**src/hw/rtl/kqsb_pkg.sv**
```systemverilog
`timescale 1ns / 1ps
// ----------------------------------------------------------------------------
// kqsb_pkg - shared definitions for the shared-buffer queue block
// Field widths, operation and status codes, and the result record handed
// from the controller to the output stage.
// ----------------------------------------------------------------------------
package kqsb_pkg;

    localparam int DATA_W      = 32;
    localparam int MODE_W      = 2;
    localparam int QID_W       = 2;
    localparam int STATUS_W    = 2;
    localparam int IN_TDATA_W  = 40;
    localparam int OUT_TDATA_W = 40;
    localparam int OUT_PAD_W   = OUT_TDATA_W - DATA_W - STATUS_W - 1;

    localparam int SLOTS_DEF  = 16;
    localparam int QUEUES_DEF = 4;

    // operation codes; the unused code behaves as a peek
    localparam logic [MODE_W-1:0] MODE_PUSH = 2'd0;
    localparam logic [MODE_W-1:0] MODE_POP  = 2'd1;
    localparam logic [MODE_W-1:0] MODE_PEEK = 2'd2;

    // status codes
    localparam logic [STATUS_W-1:0] ST_OK        = 2'd0;
    localparam logic [STATUS_W-1:0] ST_OVERFLOW  = 2'd1;
    localparam logic [STATUS_W-1:0] ST_UNDERFLOW = 2'd2;

    localparam logic [DATA_W-1:0] ERR_WORD = {DATA_W{1'b1}};

    typedef struct packed {
        logic signed [DATA_W-1:0]   data;
        logic        [STATUS_W-1:0] status;
        logic                       empty;
    } result_t;

endpackage

```
**src/hw/rtl/kqsb_ram.sv**
```systemverilog
`timescale 1ns / 1ps
// ----------------------------------------------------------------------------
// kqsb_ram - generic single-write, single-read synchronous RAM
// One write port and one read port; read data is registered and holds
// until the next read is issued.
// ----------------------------------------------------------------------------
module kqsb_ram #(
    parameter int WIDTH  = 8,
    parameter int DEPTH  = 16,
    parameter int ADDR_W = (DEPTH > 1) ? $clog2(DEPTH) : 1
) (
    input  logic              clk,
    input  logic              we,
    input  logic [ADDR_W-1:0] waddr,
    input  logic [WIDTH-1:0]  wdata,
    input  logic              re,
    input  logic [ADDR_W-1:0] raddr,
    output logic [WIDTH-1:0]  rdata
);

    logic [WIDTH-1:0] mem [DEPTH];

    // write port
    always_ff @(posedge clk)
    begin
        if (we)
        begin
            mem[waddr] <= wdata;
        end
    end

    // registered read port, held while idle
    always_ff @(posedge clk)
    begin
        if (re)
        begin
            rdata <= mem[raddr];
        end
    end

endmodule

```
**src/hw/rtl/kqsb_ctrl.sv**
```systemverilog
`timescale 1ns / 1ps
// ----------------------------------------------------------------------------
// kqsb_ctrl - queue controller with slot, link and queue-pointer memories
// Reads the queue pointers and the free-list link, then modifies and writes
// back. Never-used slots are handed out by a fill counter, so the link
// memory needs no initialisation.
// ----------------------------------------------------------------------------
module kqsb_ctrl
    import kqsb_pkg::*;
#(
    parameter int SLOTS  = SLOTS_DEF,
    parameter int QUEUES = QUEUES_DEF
) (
    input  logic                     clk,
    input  logic                     rst_n,
    input  logic                     in_valid,
    output logic                     in_ready,
    input  logic [MODE_W-1:0]        in_mode,
    input  logic [QID_W-1:0]         in_qid,
    input  logic signed [DATA_W-1:0] in_value,
    output logic                     res_valid,
    input  logic                     res_ready,
    output result_t                  res
);

    localparam int PW  = $clog2(SLOTS + 1);
    localparam int SAW = $clog2(SLOTS);
    localparam int QW  = (QUEUES > 1) ? $clog2(QUEUES) : 1;
    localparam logic [PW-1:0] NIL = PW'(SLOTS);

    localparam logic [1:0] S_IDLE = 2'd0;
    localparam logic [1:0] S_QRD  = 2'd1;
    localparam logic [1:0] S_SRD  = 2'd2;

    logic [1:0]               state_reg, state_next;
    logic [MODE_W-1:0]        mode_reg;
    logic [QID_W-1:0]         qid_reg;
    logic signed [DATA_W-1:0] value_reg;
    logic [PW-1:0]            free_head_reg, free_head_next;
    logic [PW-1:0]            fresh_reg, fresh_next;
    logic [QUEUES-1:0]        nonempty_reg, nonempty_next;

    logic              accept;
    logic [QW-1:0]     qidx;
    logic              q_err;
    logic              nonempty;
    logic [PW-1:0]     head, tail;
    logic              fwd;

    logic              data_we, data_re;
    logic [SAW-1:0]    data_waddr;
    logic [DATA_W-1:0] data_rdata;
    logic              link_we, link_re;
    logic [SAW-1:0]    link_waddr, link_raddr;
    logic [PW-1:0]     link_wdata, link_rdata;
    logic              q_we;
    logic [2*PW-1:0]   q_wdata, q_rdata;

    assign in_ready = (state_reg == S_IDLE);
    assign accept   = in_valid && in_ready;
    assign qidx     = QW'(qid_reg);
    assign q_err    = (32'(qid_reg) >= QUEUES);
    assign nonempty = nonempty_reg[qidx];
    assign head     = q_rdata[2*PW-1:PW];
    assign tail     = q_rdata[PW-1:0];

    // pop or peek on a filled queue goes on to read the head slot
    assign fwd = (state_reg == S_QRD) && (mode_reg != MODE_PUSH) && !q_err && nonempty;

    // link reads: free-list head at accept, queue head afterwards
    assign link_re    = accept || fwd;
    assign link_raddr = (state_reg == S_IDLE) ? SAW'(free_head_reg) : SAW'(head);
    assign data_re    = fwd;

    // capture the beat
    always_ff @(posedge clk)
    begin
        if (accept)
        begin
            mode_reg  <= in_mode;
            qid_reg   <= in_qid;
            value_reg <= in_value;
        end
    end

    // sequencer and pointer updates
    always_comb
    begin
        state_next     = state_reg;
        free_head_next = free_head_reg;
        fresh_next     = fresh_reg;
        nonempty_next  = nonempty_reg;
        res_valid      = 1'b0;
        res.data       = ERR_WORD;
        res.status     = ST_OK;
        res.empty      = 1'b1;
        data_we        = 1'b0;
        data_waddr     = SAW'(free_head_reg);
        link_we        = 1'b0;
        link_waddr     = SAW'(tail);
        link_wdata     = free_head_reg;
        q_we           = 1'b0;
        q_wdata        = {head, tail};

        case (state_reg)
            S_IDLE:
            begin
                if (accept)
                begin
                    state_next = S_QRD;
                end
            end
            S_QRD:
            begin
                if (fwd)
                begin
                    state_next = S_SRD;
                end
                else
                begin
                    res_valid = 1'b1;
                    if (q_err)
                    begin
                        res.status = (mode_reg == MODE_PUSH) ? ST_OVERFLOW : ST_UNDERFLOW;
                    end
                    else if (mode_reg != MODE_PUSH)
                    begin
                        res.status = ST_UNDERFLOW;
                    end
                    else if (free_head_reg == NIL)
                    begin
                        res.status = ST_OVERFLOW;
                        res.empty  = !nonempty;
                    end
                    else
                    begin
                        res.data   = '0;
                        res.status = ST_OK;
                        res.empty  = 1'b0;
                        if (res_ready)
                        begin
                            // take the free slot and append it at the tail
                            if (free_head_reg == fresh_reg)
                            begin
                                free_head_next = free_head_reg + PW'(1);
                                fresh_next     = fresh_reg + PW'(1);
                            end
                            else
                            begin
                                free_head_next = link_rdata;
                            end
                            data_we     = 1'b1;
                            link_we     = nonempty;
                            link_wdata  = free_head_reg;
                            q_we        = 1'b1;
                            q_wdata     = {(nonempty ? head : free_head_reg), free_head_reg};
                            nonempty_next[qidx] = 1'b1;
                        end
                    end
                    if (res_ready)
                    begin
                        state_next = S_IDLE;
                    end
                end
            end
            S_SRD:
            begin
                res_valid  = 1'b1;
                res.data   = data_rdata;
                res.status = ST_OK;
                res.empty  = (mode_reg == MODE_POP) && (head == tail);
                if (res_ready)
                begin
                    state_next = S_IDLE;
                    if (mode_reg == MODE_POP)
                    begin
                        // return the head slot to the front of the free list
                        link_we        = 1'b1;
                        link_waddr     = SAW'(head);
                        link_wdata     = free_head_reg;
                        free_head_next = head;
                        if (head == tail)
                        begin
                            nonempty_next[qidx] = 1'b0;
                        end
                        else
                        begin
                            q_we    = 1'b1;
                            q_wdata = {link_rdata, tail};
                        end
                    end
                end
            end
            default:
            begin
                state_next = S_IDLE;
            end
        endcase
    end

    // control registers
    always_ff @(posedge clk or negedge rst_n)
    begin
        if (!rst_n)
        begin
            state_reg     <= S_IDLE;
            free_head_reg <= '0;
            fresh_reg     <= '0;
            nonempty_reg  <= '0;
        end
        else
        begin
            state_reg     <= state_next;
            free_head_reg <= free_head_next;
            fresh_reg     <= fresh_next;
            nonempty_reg  <= nonempty_next;
        end
    end

    // slot payload store
    kqsb_ram #(
        .WIDTH  (DATA_W),
        .DEPTH  (SLOTS),
        .ADDR_W (SAW)
    ) u_data_ram (
        .clk   (clk),
        .we    (data_we),
        .waddr (data_waddr),
        .wdata (value_reg),
        .re    (data_re),
        .raddr (SAW'(head)),
        .rdata (data_rdata)
    );

    // per-slot next links
    kqsb_ram #(
        .WIDTH  (PW),
        .DEPTH  (SLOTS),
        .ADDR_W (SAW)
    ) u_link_ram (
        .clk   (clk),
        .we    (link_we),
        .waddr (link_waddr),
        .wdata (link_wdata),
        .re    (link_re),
        .raddr (link_raddr),
        .rdata (link_rdata)
    );

    // queue head and tail pointers
    kqsb_ram #(
        .WIDTH  (2 * PW),
        .DEPTH  (QUEUES),
        .ADDR_W (QW)
    ) u_queue_ram (
        .clk   (clk),
        .we    (q_we),
        .waddr (qidx),
        .wdata (q_wdata),
        .re    (accept),
        .raddr (QW'(in_qid)),
        .rdata (q_rdata)
    );

    // the head slot is only read straight after the pointer read
    a_srd_entry: assert property (@(posedge clk) disable iff (!rst_n)
        (state_reg == S_SRD) |-> ($past(state_reg) == S_QRD || $past(state_reg) == S_SRD))
        else $error("slot read state entered out of order");

    // pointers never run past null
    a_free_range: assert property (@(posedge clk) disable iff (!rst_n)
        (free_head_reg <= NIL) && (fresh_reg <= NIL))
        else $error("free-list pointer or fill count out of range");

    // a result is offered only while an operation is under way
    a_res_busy: assert property (@(posedge clk) disable iff (!rst_n)
        res_valid |-> (state_reg != S_IDLE))
        else $error("result offered while idle");

    // a completed pop puts its slot at the front of the free list
    a_pop_free: assert property (@(posedge clk) disable iff (!rst_n)
        (state_reg == S_SRD && res_ready && mode_reg == MODE_POP) |=>
            (free_head_reg == $past(head)))
        else $error("popped slot not returned to the free list");

endmodule

```
**src/hw/rtl/k_queues_shared_buffer.sv**
```systemverilog
`timescale 1ns / 1ps
// ----------------------------------------------------------------------------
// k_queues_shared_buffer - several FIFO queues sharing one slot store
// Push, pop and peek on QUEUES linked-list queues held in SLOTS shared slots.
//
// Usage:
//   s_* carries one operation per beat; every operation yields exactly one
//   result beat on m_*. s_tready is high while the controller is idle.
//   Push and error cases finish after the queue-pointer read; pop and
//   peek go on to the slot read, since the slot read depends on the
//   queue-pointer read and the memories have a single read port each.
//   With no receiver stall the next operation is accepted at the edge
//   where the previous result can be taken.
//   The result sits in an output register, so a finished result may wait
//   for m_tready while the next operation is accepted. When the receiver
//   stalls with a result pending, the following operation waits at its
//   final step without touching the memories until the register frees.
//   Reset empties every queue and rebuilds the free list at once through
//   a fill counter: no clearing pass, operations may start as soon as
//   reset is released.
// ----------------------------------------------------------------------------
module k_queues_shared_buffer
    import kqsb_pkg::*;
#(
    parameter int SLOTS  = SLOTS_DEF,
    parameter int QUEUES = QUEUES_DEF
) (
    input  logic                   clk,
    input  logic                   rst_n,
    input  logic                   s_tvalid,
    output logic                   s_tready,
    input  logic [IN_TDATA_W-1:0]  s_tdata,   // mode[1:0], queue_id[3:2], value[35:4]
    output logic                   m_tvalid,
    input  logic                   m_tready,
    output logic [OUT_TDATA_W-1:0] m_tdata    // data_out[31:0], status[33:32], queue_empty[34]
);

    logic    res_valid, res_ready;
    result_t res;
    logic    m_tvalid_reg;
    result_t out_reg;

    // unpack the operation beat
    kqsb_ctrl #(
        .SLOTS  (SLOTS),
        .QUEUES (QUEUES)
    ) u_ctrl (
        .clk       (clk),
        .rst_n     (rst_n),
        .in_valid  (s_tvalid),
        .in_ready  (s_tready),
        .in_mode   (s_tdata[MODE_W-1:0]),
        .in_qid    (s_tdata[MODE_W+QID_W-1:MODE_W]),
        .in_value  (s_tdata[MODE_W+QID_W+DATA_W-1:MODE_W+QID_W]),
        .res_valid (res_valid),
        .res_ready (res_ready),
        .res       (res)
    );

    // output register: load when empty or being drained
    assign res_ready = !m_tvalid_reg || m_tready;

    always_ff @(posedge clk or negedge rst_n)
    begin
        if (!rst_n)
        begin
            m_tvalid_reg <= 1'b0;
        end
        else if (res_ready)
        begin
            m_tvalid_reg <= res_valid;
        end
    end

    always_ff @(posedge clk)
    begin
        if (res_valid && res_ready)
        begin
            out_reg <= res;
        end
    end

    assign m_tvalid = m_tvalid_reg;
    assign m_tdata  = {{OUT_PAD_W{1'b0}}, out_reg.empty, out_reg.status, out_reg.data};

endmodule

```
**config.mk**
```make
export PLATFORM = sky130hd
export DESIGN_NAME = k_queues_shared_buffer
export DESIGN_NICKNAME = d
export VERILOG_FILES = /design/src/hw/rtl/kqsb_pkg.sv /design/src/hw/rtl/kqsb_ram.sv /design/src/hw/rtl/kqsb_ctrl.sv /design/src/hw/rtl/k_queues_shared_buffer.sv
export SDC_FILE = /design/constraint.sdc
export NUM_CORES = 1
export LEC_CHECK = 0
export BUFFER_PORTS_ARGS = -buffer_cell sky130_fd_sc_hd__buf_2
export CAP_MARGIN = 20
export CORE_MARGIN = 2
export CORE_UTILIZATION = 49
export DETAILED_ROUTE_END_ITERATION = 16
export PLACE_DENSITY = 0.7
export SETUP_SLACK_MARGIN = 0.05
export SLEW_MARGIN = 15
export SYNTH_ARGS = -nofsm -noshare
export SYNTH_HDL_FRONTEND = slang
export SYNTH_SLANG_ARGS = --single-unit
```
**constraint.sdc**
```tcl
create_clock -name clk -period 5.1 [get_ports clk]
set_clock_uncertainty 0.05 [all_clocks]
set_input_delay 1.02 -clock clk [delete_from_list [all_inputs] [get_ports clk]]
set_output_delay 1.02 -clock clk [all_outputs]
set_load 0.05 [all_outputs]
```
==> summary.txt <==
Outcome
  • Run status: finished, final reports clean

GRT
  • First-pass GRT wire length: 92.3 mm
  • Number of antenna violations at the first check in global routing: 0
  • Number of global-route vias before repair: 14,300
  • Remaining global-route overflow: 0
  • Overall fraction of global-route tracks in use: 0.201
  • Pin count of the biggest net entering global routing: 129

Die
  • Floorplan die height: 250 µm
  • Initial standard-cell utilization of the core: 0.493
  • Die ar.: 0.0625 mm²
  • Total number of placement rows: 90
  • Boundary pin count: 86
  • Width of the die: 250 µm
  • Core Region: roughly 0.06 mm²

STA
  • Final setup slack of the worst path: between 1500 and 2000 ps
  • Final Hold Slack: 279 ps
  • Number of hold violations in the final report: 0
  • Achievable frequency: approximately 310 MHz
  • Share of the clock period used by the worst path after layout: 0.626
  • Fin Setup TNS: 0 ps
  • Headroom to the max-slew limit: 0.288
  • Final setup violation count: 0
  • Unrepaired setup endpoints after global routing: no
  • Total count of max-transition violations in the final report: 0
  • Tightest Pin Transition: 1060 ps
  • Tmin final: 3190 ps

Routing
  • Drt wl/cell: approximately 27 µm
  • Violation count after the first detailed-route iteration: 1,578
  • Routed Antenna Nets: 0
  • Via count: 14,000
  • DRC Markers: 0
  • Total length of routed wires: 62.2 mm
  • Detailed-router iteration count before antenna repair: 5
  • Average via count per standard cell: 6.01

CTS
  • Clock root buffer master: clkbuf_16
  • Clock-pin slew reported for the worst setup and hold paths after clock tree synthesis: 60 ps
  • Clk Latency, worst-skew pair: 630 ps
  • PostCTS Resize Cnt: 0
  • Number of buffers between clock root and the deepest sink: 3
  • CTS Hold Buffers Added: 0
  • Deepest level of the CTS H-tree: 3
  • TritonCTS buffer count: 77
  • # Post-CTS Setup Buffers: 0
  • Clock tree from TritonCTS: built
  • Sinks on Clock Net: about 770

Worst setup path
  • Number of cells on the worst reg-to-reg path: 7
  • Endpoint of the most critical register-to-register path: u_ctrl.u_queue_ram.mem[3][4]$_DFFE_PP_
  • Type of origin of the critical path: flop
  • Max FO, Critical Path: 22
  • Arrival @ worst endpoint: roughly 2100 ps
  • Launching point of the worst reg2reg path: u_ctrl.state_reg[0]$_DFFE_PN0P_
  • Reg2Reg Setup Slack: 1930 ps
  • Required time at the worst-slack endpoint: 4030 ps
  • Kind of capture point of the worst setup path: output pin
  • Start-to-end type of the worst setup path: reg2out

Layout
  • Largest registers ranked by flip-flop count: u_ctrl.u_data_ram.mem: 512 flops, u_ctrl.u_link_ram.mem: 80 flops, u_ctrl.u_queue_ram.mem: 40 flops
  • Largest register FFs: 512
  • Leading cell types in the layout, fill and taps excluded: 750 x edfxtp_1, 184 x mux4_2, 79 x clkbuf_16, 76 x buf_2, 34 x nor2_1
  • Final-stage net count: between 1,500 and 2,000
  • Commonest non-fill, non-tap cell in the layout: edfxtp_1
  • Biggest register: u_ctrl.u_data_ram.mem
  • Number of fill cells in the layout: 4,408
  • Multi-input gate area: 0.00644 mm²
  • Sequential cell area: 0.0229 mm²
  • Fraction of final layout cells sized beyond drive strength 1: 0.291
  • Antenna diode count: 0
  • Area added between synthesis and finish: 13.9%

Hold path
  • Path class of the lowest-slack min-delay path: in2async

Run
  • Number of max-cap violations: 0

Pwr
  • Internal power component: 12.5 mW
  • Maximum VDD drop: 0.362 mV
  • Total Power: 17.6 mW
  • Switching Power: 5.09 mW
  • Fraction of power consumed by sequential logic: 0.468
  • Relative contribution of the clock network to total power: 0.323
  • Net switching fraction of the power: 0.289
  • Cell area power density: approximately 520 mW/mm²
  • Proportion of power drawn by combinational gates: 0.209
  • Leak Pwr: 10.9 nW

Synthesis
  • YS warnings: 0
  • Count of state elements after synthesis: 767
  • Number of instances in the synthesized netlist: 1,363
  • Number of synthesized flops with an enable pin: 750
  • Sequential area share after synthesis: 0.774
  • Fraction of registers with async set/reset: 0.0222
  • Most instantiated flip-flop cell in the synthesis netlist: edfxtp_1
  • Synthesized cell area: just under 0.03 mm²
  • Avg Synthesized Cell Area: 21.8 µm²
  • Number of distinct library cells after synthesis: 59

Place
  • Half-perimeter wire length after placement: roughly 32 mm
  • Buffers added on ports: 76
  • Routability congestion estimate: 0.835
  • Pre-CTS setup slack: 1600 ps
-- cells in the mapped netlist (12+ instances only) --
cell type | n | area share
a21o_1 | 33 | 0.0084
buf_2 | 16 | 0.0027
clkbuf_1 | 38 | 0.0048
dfrtp_1 | 17 | 0.014
edfxtp_1 | 750 | 0.76
inv_1 | 12 | 0.0015
mux2i_1 | 25 | 0.0084
mux4_2 | 184 | 0.14
nand2_1 | 30 | 0.0038
nand3_1 | 14 | 0.0024
nor2_1 | 47 | 0.0059
o21ai_0 | 21 | 0.0035
xor2_1 | 13 | 0.0038
-- layout make-up --
cell class                 instances  area share
sequential                       767       0.679
multi-input combinational        511       0.191
clock buffer                      89      0.0596
tap                              782      0.0290
timing repair buffer             112      0.0239
clock inverter                    50      0.0162
inverter                          13     0.00144
-- power groups by stage --
stage	Clock [mW]	Sequential, mW	Combinational [mW]
6_report	5.70	8.26	3.68
2_1_floorplan	0	8.56	2.25
3_3_place_gp	0	8.36	3.56
3_5_place_dp	0	8.39	3.62
4_1_cts	5.79	8.27	3.64
5_1_grt	6.01	8.32	3.93
-- how the worst max path moves through the flow --
stage	start	to	slack (ps)	depth (start not counted)
2_1_floorplan	u_ctrl.free_head_reg[0]$_DFFE_PN0P_	u_ctrl.u_data_ram.mem[0][0]$_DFFE_PP_	260	7
3_3_place_gp	m_tready	u_ctrl.u_queue_ram.mem[1][4]$_DFFE_PP_	1730	6
3_5_place_dp	m_tready	u_ctrl.u_queue_ram.mem[3][4]$_DFFE_PP_	1600	6
4_1_cts	u_ctrl.state_reg[0]$_DFFE_PN0P_	u_ctrl.u_link_ram.rdata[0]$_DFFE_PP_	1850	6
5_1_grt	u_ctrl.state_reg[0]$_DFFE_PN0P_	u_ctrl.u_queue_ram.mem[3][4]$_DFFE_PP_	1710	7
6_report	u_ctrl.state_reg[0]$_DFFE_PN0P_	s_tready	1910	4
-- critical path, cell delays in order (launching register included) --
cell and delay (ps):
dfrtp_1 430, inv_1 100, ha_1 330, buf_4 330, buf_2 320
-- per-stage QoR --
step	util	instance area, µm²	std cells
finish	0.562	33800	2324
global route	0.562	33800	2324
CTS	0.561	33700	2322
detailed placement	0.519	31200	2183
global placement	0.519	31200	2183
floorplan	-	29700	1367
-- layer usage --
metal	up-vias	GRT usage	wire, µm
li1	5911	-	-
met3	92	0.0450	4570
met5	-	0	0
met4	0	0.0491	1030
met1	7368	0.286	25900
met2	585	0.322	30700
-- logic make-up (layout without fill, tap and decap cells) --
group,Yosys count,after routing,share of synthesized area
compound gates,122,122,0.0286
xor+xnor,17,17,0.00502
fa+ha+maj,9,9,0.00380
buf+inv,89,264,0.0136
flops,767,767,0.774
mux,215,215,0.151
other cells,1,5,0.000126
simple gates,143,143,0.0242
Note: power is estimated with default switching activity, not from simulation.
